File: src/rtl/mjte_pkg.sv
// Shared constants for the minimum-jumps block.
// No dependencies; imported by every module of the block.
`timescale 1ns / 1ps

package mjte_pkg;
	localparam int LEN_W            = 16;
	localparam int COST_W           = 20;
	localparam int MAX_ELEMENTS_DEF = 256;

	localparam logic [COST_W-1:0] DEAD_COST = COST_W'(999999);
	localparam logic [COST_W-1:0] COST_ONE  = COST_W'(1);
	localparam logic [COST_W-1:0] COST_ZERO = '0;
endpackage

File: src/rtl/mjte_len_mem.sv
// Jump-length store: one write port, one read port, registered read data.
// Depends on mjte_pkg for the element width.
`timescale 1ns / 1ps

module mjte_len_mem
	import mjte_pkg::*;
#(
	parameter int DEPTH = MAX_ELEMENTS_DEF,
	localparam int AW   = $clog2(DEPTH)
) (
	input  logic                    clk,
	input  logic                    we,
	input  logic [AW-1:0]           waddr,
	input  logic signed [LEN_W-1:0] wdata,
	input  logic                    re,
	input  logic [AW-1:0]           raddr,
	output logic signed [LEN_W-1:0] rdata
);
	logic signed [LEN_W-1:0] mem [DEPTH];
	logic signed [LEN_W-1:0] rdata_q;

	always_ff @(posedge clk) begin
		if (we) begin
			mem[waddr] <= wdata;
		end
		if (re) begin
			rdata_q <= mem[raddr];
		end
	end

	assign rdata = rdata_q;
endmodule

File: config.mk
export PLATFORM = sky130hd
export DESIGN_NAME = mjte_len_mem
export DESIGN_NICKNAME = d
export VERILOG_FILES = /design/src/rtl/mjte_pkg.sv /design/src/rtl/mjte_len_mem.sv
export SDC_FILE = /design/constraint.sdc
export NUM_CORES = 2
export LEC_CHECK = 0
export BUFFER_PORTS_ARGS = -buffer_cell sky130_fd_sc_hd__buf_2
export CAP_MARGIN = 30
export CORE_AREA = 2 2 546 548
export CTS_BUF_LIST = sky130_fd_sc_hd__clkbuf_8
export CTS_CLUSTER_SIZE = 30
export DETAILED_ROUTE_END_ITERATION = 16
export DIE_AREA = 0 0 548 550
export MAX_ROUTING_LAYER = met4
export PLACE_DENSITY = 0.69
export RECOVER_POWER = 50
export SYNTH_ARGS = -nofsm -noshare
export SYNTH_HDL_FRONTEND = slang
export SYNTH_SLANG_ARGS = --single-unit
File: constraint.sdc
create_clock -name clk -period 3.7 [get_ports clk]
set_clock_uncertainty 0.15 [all_clocks]
set_input_delay 0.925 -clock clk [delete_from_list [all_inputs] [get_ports clk]]
set_output_delay 0.925 -clock clk [all_outputs]
set_load 0.005 [all_outputs]
# Word-level counts from Yosys, hierarchy flattened
# Memory sizes are Yosys's and may differ from the RTL's. A register that Yosys moved wholly into a read port is not among the register bits.
# Cells that the tools add are included.
[word_totals]
register_bits = 0
ramBits = 4096
inputBits = 35
out_inout_bits = 16
wordCells = 3
mem_count = 1
[memory_table]
columns = ["name", "depth", "word_bits", "rd", "rd_ports_with_merged_regs", "wr", "line_no", "rtl"]
rows = [
  ["mem", 256, 16, 1, 1, 1, "mjte_len_mem.sv:19", "logic signed [LEN_W-1:0] mem [DEPTH];"],
]
[classes]
n_mux = 2
[op_table]
columns = ["operator", "count"]
rows = [
  ["$mux 1", 2],
]

# Longest topological paths before layout
[depth]
ltp_word = 2
depth_mapped = 12
mapped_depth_nobuf = 6

# Worst setup path after synthesis
# OpenSTA, ideal clock, no wires.
[synth_path]
path_kind = "input port to flip-flop"
startpoint = "input raddr[0]"
endpoint = "register rdata_q[4] (netlist: rdata[4]) (read register of mem), data pin"
setup_ns = 0.265
arrival_ns = 2.909
required_ns = 3.285
slack_ns = 0.376
path_stages = 8
path_buffers = 3
cell_sequence = "buf_6 -> buf_6 -> buf_2 -> mux4_2 -> mux4_2 -> a22o_1 -> o32ai_2 -> nor4_2"
[synth_rtl]
columns = ["item", "line_no", "rtl"]
rows = [
  ["from (decl)", "mjte_len_mem.sv:16", "input logic [AW-1:0] raddr,"],
  ["to (decl)", "mjte_len_mem.sv:20", "logic signed [LEN_W-1:0] rdata_q;"],
]

# Worst setup path after layout
[layout_path]
startpoint = "input waddr[2]"
endpoint = "memory mem[99][8], enable pin"
[layout_rtl]
columns = ["item", "line_no", "rtl"]
rows = [
  ["from (decl)", "mjte_len_mem.sv:13", "input logic [AW-1:0] waddr,"],
  ["to (decl)", "mjte_len_mem.sv:19", ""],
]
# Straight into the memory's write port.

==> metrics.md <==
| Metric | Value |
|---|---|
| Worst-path clk slew | `around 0.070 ns` |
| Dpl cells | `between 10000 and 15000` |
| Vias | `roughly 83000` |
| Area grow syn2layout | `14.78%` |
| Mean Syn Cell Area | `~22 µm²` |
| Largest net degree at the start of global routing | `~130` |
| Maximum clock rate | `about 270 MHz` |
| Area of the multi-input gates | `0.03289 mm²` |
| Switching Share | `23.12%` |
| Fraction of layout cells with a size suffix above 1 | `roughly 30%` |
| Worst reg-to-reg path cell count | `10` |
| Max IR drop VDD | `about 0.33 mV` |
| Worst Hold Path EP | `mem[167][4]` |
| I/O pin count | `51` |
| Nets | `between 8000 and 9000` |
| Reg2reg start | `mem[1][7]` |
| Largest area contributor in the netlist | `edfxtp_1` |
| Net count after synthesis | `7395` |
| Combinational fraction of design power | `about 5.8%` |
| Initial antenna violation count | `32` |
| Mapped Area | `roughly 0.16 mm²` |
| CP max FO | `16` |
| Root Buffer Master | `clkbuf_8` |
| Post-synthesis register bit count | `roughly 4000` |
| Failing checks | `max-capacitance violations, max-slew violations` |
| Residual DRC count | `0` |
| Pwr/cell area | `a little over 500 mW/mm²` |
| Top FF cell, synth | `edfxtp_1` |
| Clk pwr share | `roughly two fifths` |
| First-pass GRT wire length | `approximately 600000 µm` |
| Full die area | `roughly 0.3 mm²` |
| Post-synth ARST share | `0%` |
| CTS tree | `done` |
| Worst EP required | `between 4 and 5 ns` |
| WL final | `423500 µm` |
| Crit Path Class | `in -> reg` |
| RSZ-0062 raised after global routing | `false` |
| Worst reg2reg setup slack | `roughly 0.42 ns` |
| Post-route cell area | `between 0.15 and 0.2 mm²` |
| Fin crit share | `between 90% and 100%` |
| Min-delay src | `waddr[1]` |
| Die H | `~550 µm` |
| DR iter-0 viols | `12070` |
| H-tree depth | `6` |
| Placeable core area | `0.2955 mm²` |
| Top cell type's share of synthesized area | `around 78%` |
| Buffer depth of the longest clock path | `4` |
| GRT Util Overall | `~29%` |
| Sinks on Clock Net | `4112` |
| DR WL/cell | `between 30 and 40 µm` |
| Cell variety after synth | `slightly above 50` |
| Pleak | `59.83 nW` |
| Slew HR | `-151.2%` |
| Tot Pwr | `about 90 mW` |
| EDFF count, synth | `4112` |
| Mapped Cells | `roughly 7400` |
| Final hold violations | `0` |
| Yosys warnings | `0` |
| Reg area | `0.1235 mm²` |
| Port-buffer cells | `50` |
| RR Endpoint | `rdata[7]` |
| Rows | `200` |
| P_sw | `between 20 and 25 mW` |
| ANT nets after route | `0` |
| Via density | `6.367` |
| Post-DP Area | `roughly 0.17 mm²` |
| Pint | `slightly above 70 mW` |
| Max-Cap Viols | `26` |
| Hold WC Path Type | `in -> reg` |
| Startpoint types | `input port` |
| Arrival time of the worst setup path | `4.32 ns` |
| Crit path time final | `approximately 3.7 ns` |
| 1st-pass router iterations | `6` |
| DP HPWL | `259600 µm` |
| DIE WIDTH | `548 µm` |
| GRT overflow | `0` |
| Slew @ Worst Pin | `between 3 and 4 ns` |
| Count leader, synth | `edfxtp_1` |
| Vias in the first global route | `approximately 83000` |
| Seq/Total Area, Yosys | `between 70% and 80%` |
| Worst setup EP type | `flop` |
| Gpl congestion | `0.9187` |
| Initial Utilization | `between 50% and 60%` |
| Post-Route Utilization | `between 60% and 70%` |
| Worst Hold Depth | `4` |
| Worst-Skew Late Latency | `1.21 ns` |
| Synth cell count leaders | `edfxtp_1 (4112), mux4_2 (797), mux2i_1 (565)` |
| Slew Limit Fails | `1607` |
| Fill cells | `20010` |
| Leading post-synthesis cells by cell area | `edfxtp_1 (78%), mux4_2 (11%), mux2i_1 (3.6%)` |
| Sequential power share | `about 56%` |
| CTS Buf Count | `roughly 640` |
| Setup violations, final | `0` |
| Status | `finished, violations left` |
| Fin cells | `13050` |
power by group through the flow:
stage | sequential [mW] | combinational [mW] | clock, mW
final | 51.5 | 5.34 | 35.2
after global routing | 51.5 | 5.54 | 37.6
after CTS | 51.5 | 5.34 | 35.7
after detailed placement | 52.4 | 5.32 | 0
after global placement | 52.4 | 5.22 | 0
after floorplan | 52.4 | 2.53 | 0
cells in the final DEF (no fill, tap or decap), drive strengths merged, types with 32 or more instances in the layout:
master and instances:
a22oi 43, inv 252, a22o 32, nand2 38, nor3 92, buf 946, o22ai 148, edfxtp 4112
a21oi 175, clkbuf 736, mux2i 565, mux4 797, o21ai 38, nor2 304, o221ai 253, mux2 88
nand3 35, clkinv 224
per-layer routing:
layer / vias to the layer above / wire, µm / track usage (%) / share of wire [%]
met1: 43530 / 157200 / 38.39 / 37
met2: 4845 / 203600 / 44.30 / 48
met5: - / 0 / - / 0
met4: 0 / 17280 / 11.33 / 4.1
met3: 815 / 45380 / 5.986 / 11
li1: 33910 / - / - / -
worst max-delay path by stage:
stage	start	end	slack, ns	cells past startpoint
floorplan	raddr[0]	rdata[4]	0.38	8
global placement	raddr[0]	rdata[7]	-1.39	12
detailed placement	raddr[0]	rdata[12]	-0.82	9
CTS	mem[0][7]	rdata[7]	0.39	10
global route	wdata[11]	mem[56][11]	0.17	2
finish	waddr[2]	mem[99][8]	0.04	7
sequential cells by signal, summed over array words and instances, names as in the netlist:
register / flops
mem: 4096
rdata: 16
cell families (layout without fill, tap and decap cells):
family / after synthesis / count (layout) / synth area share, %
AOI/OAI and AO/OA: 786 / 786 / 3.534
buffers and inverters: 456 / 2185 / 1.692
DFF: 4112 / 4112 / 77.72
muxes: 1450 / 1450 / 15.48
other: 0 / 24 / 0
and+or+nand+nor: 556 / 556 / 1.573
stage by stage:
| stage | worst slack, ns | hold slack (ns) | TNS, ns |
|---|---|---|---|
| CTS | 0.3857 | 0.009741 | 0 |
| floorplan | 0.3761 | 0.8232 | 0 |
| global route | 0.1656 | 0.4041 | 0 |
| detailed placement | -0.8209 | 1.009 | -8.333 |
| finish | 0.03676 | 0.4024 | 0 |
| global placement | -1.391 | 0.9994 | -9.131 |
critical path, cell delays in order:
cell      delay, ns
clkbuf_1       0.34
nor2_1         0.09
clkbuf_1       0.23
nand4_1        0.14
clkbuf_1       1.93
nor2_1         0.14
clkbuf_2       0.48
cell type report:
type	count	share of cell area, %
Clock inverter	491	1.575
Multi-Input combinational cell	2792	18.03
Tap cell	3939	2.703
Timing Repair Buffer	1053	5.116
Sequential cell	4112	67.71
Inverter	4	0.01510
Clock buffer	637	4.808
Antenna cell	24	0.03294
what timing repair did:
action                                  in CTS  in global routing
endpoints found under the setup margin       0                  0
gates resized for setup                      0                  0
endpoints found under the hold margin      152                  0
setup buffers                                0                  0
hold buffers                                 6                  0
(Power assumes the default switching activity.)
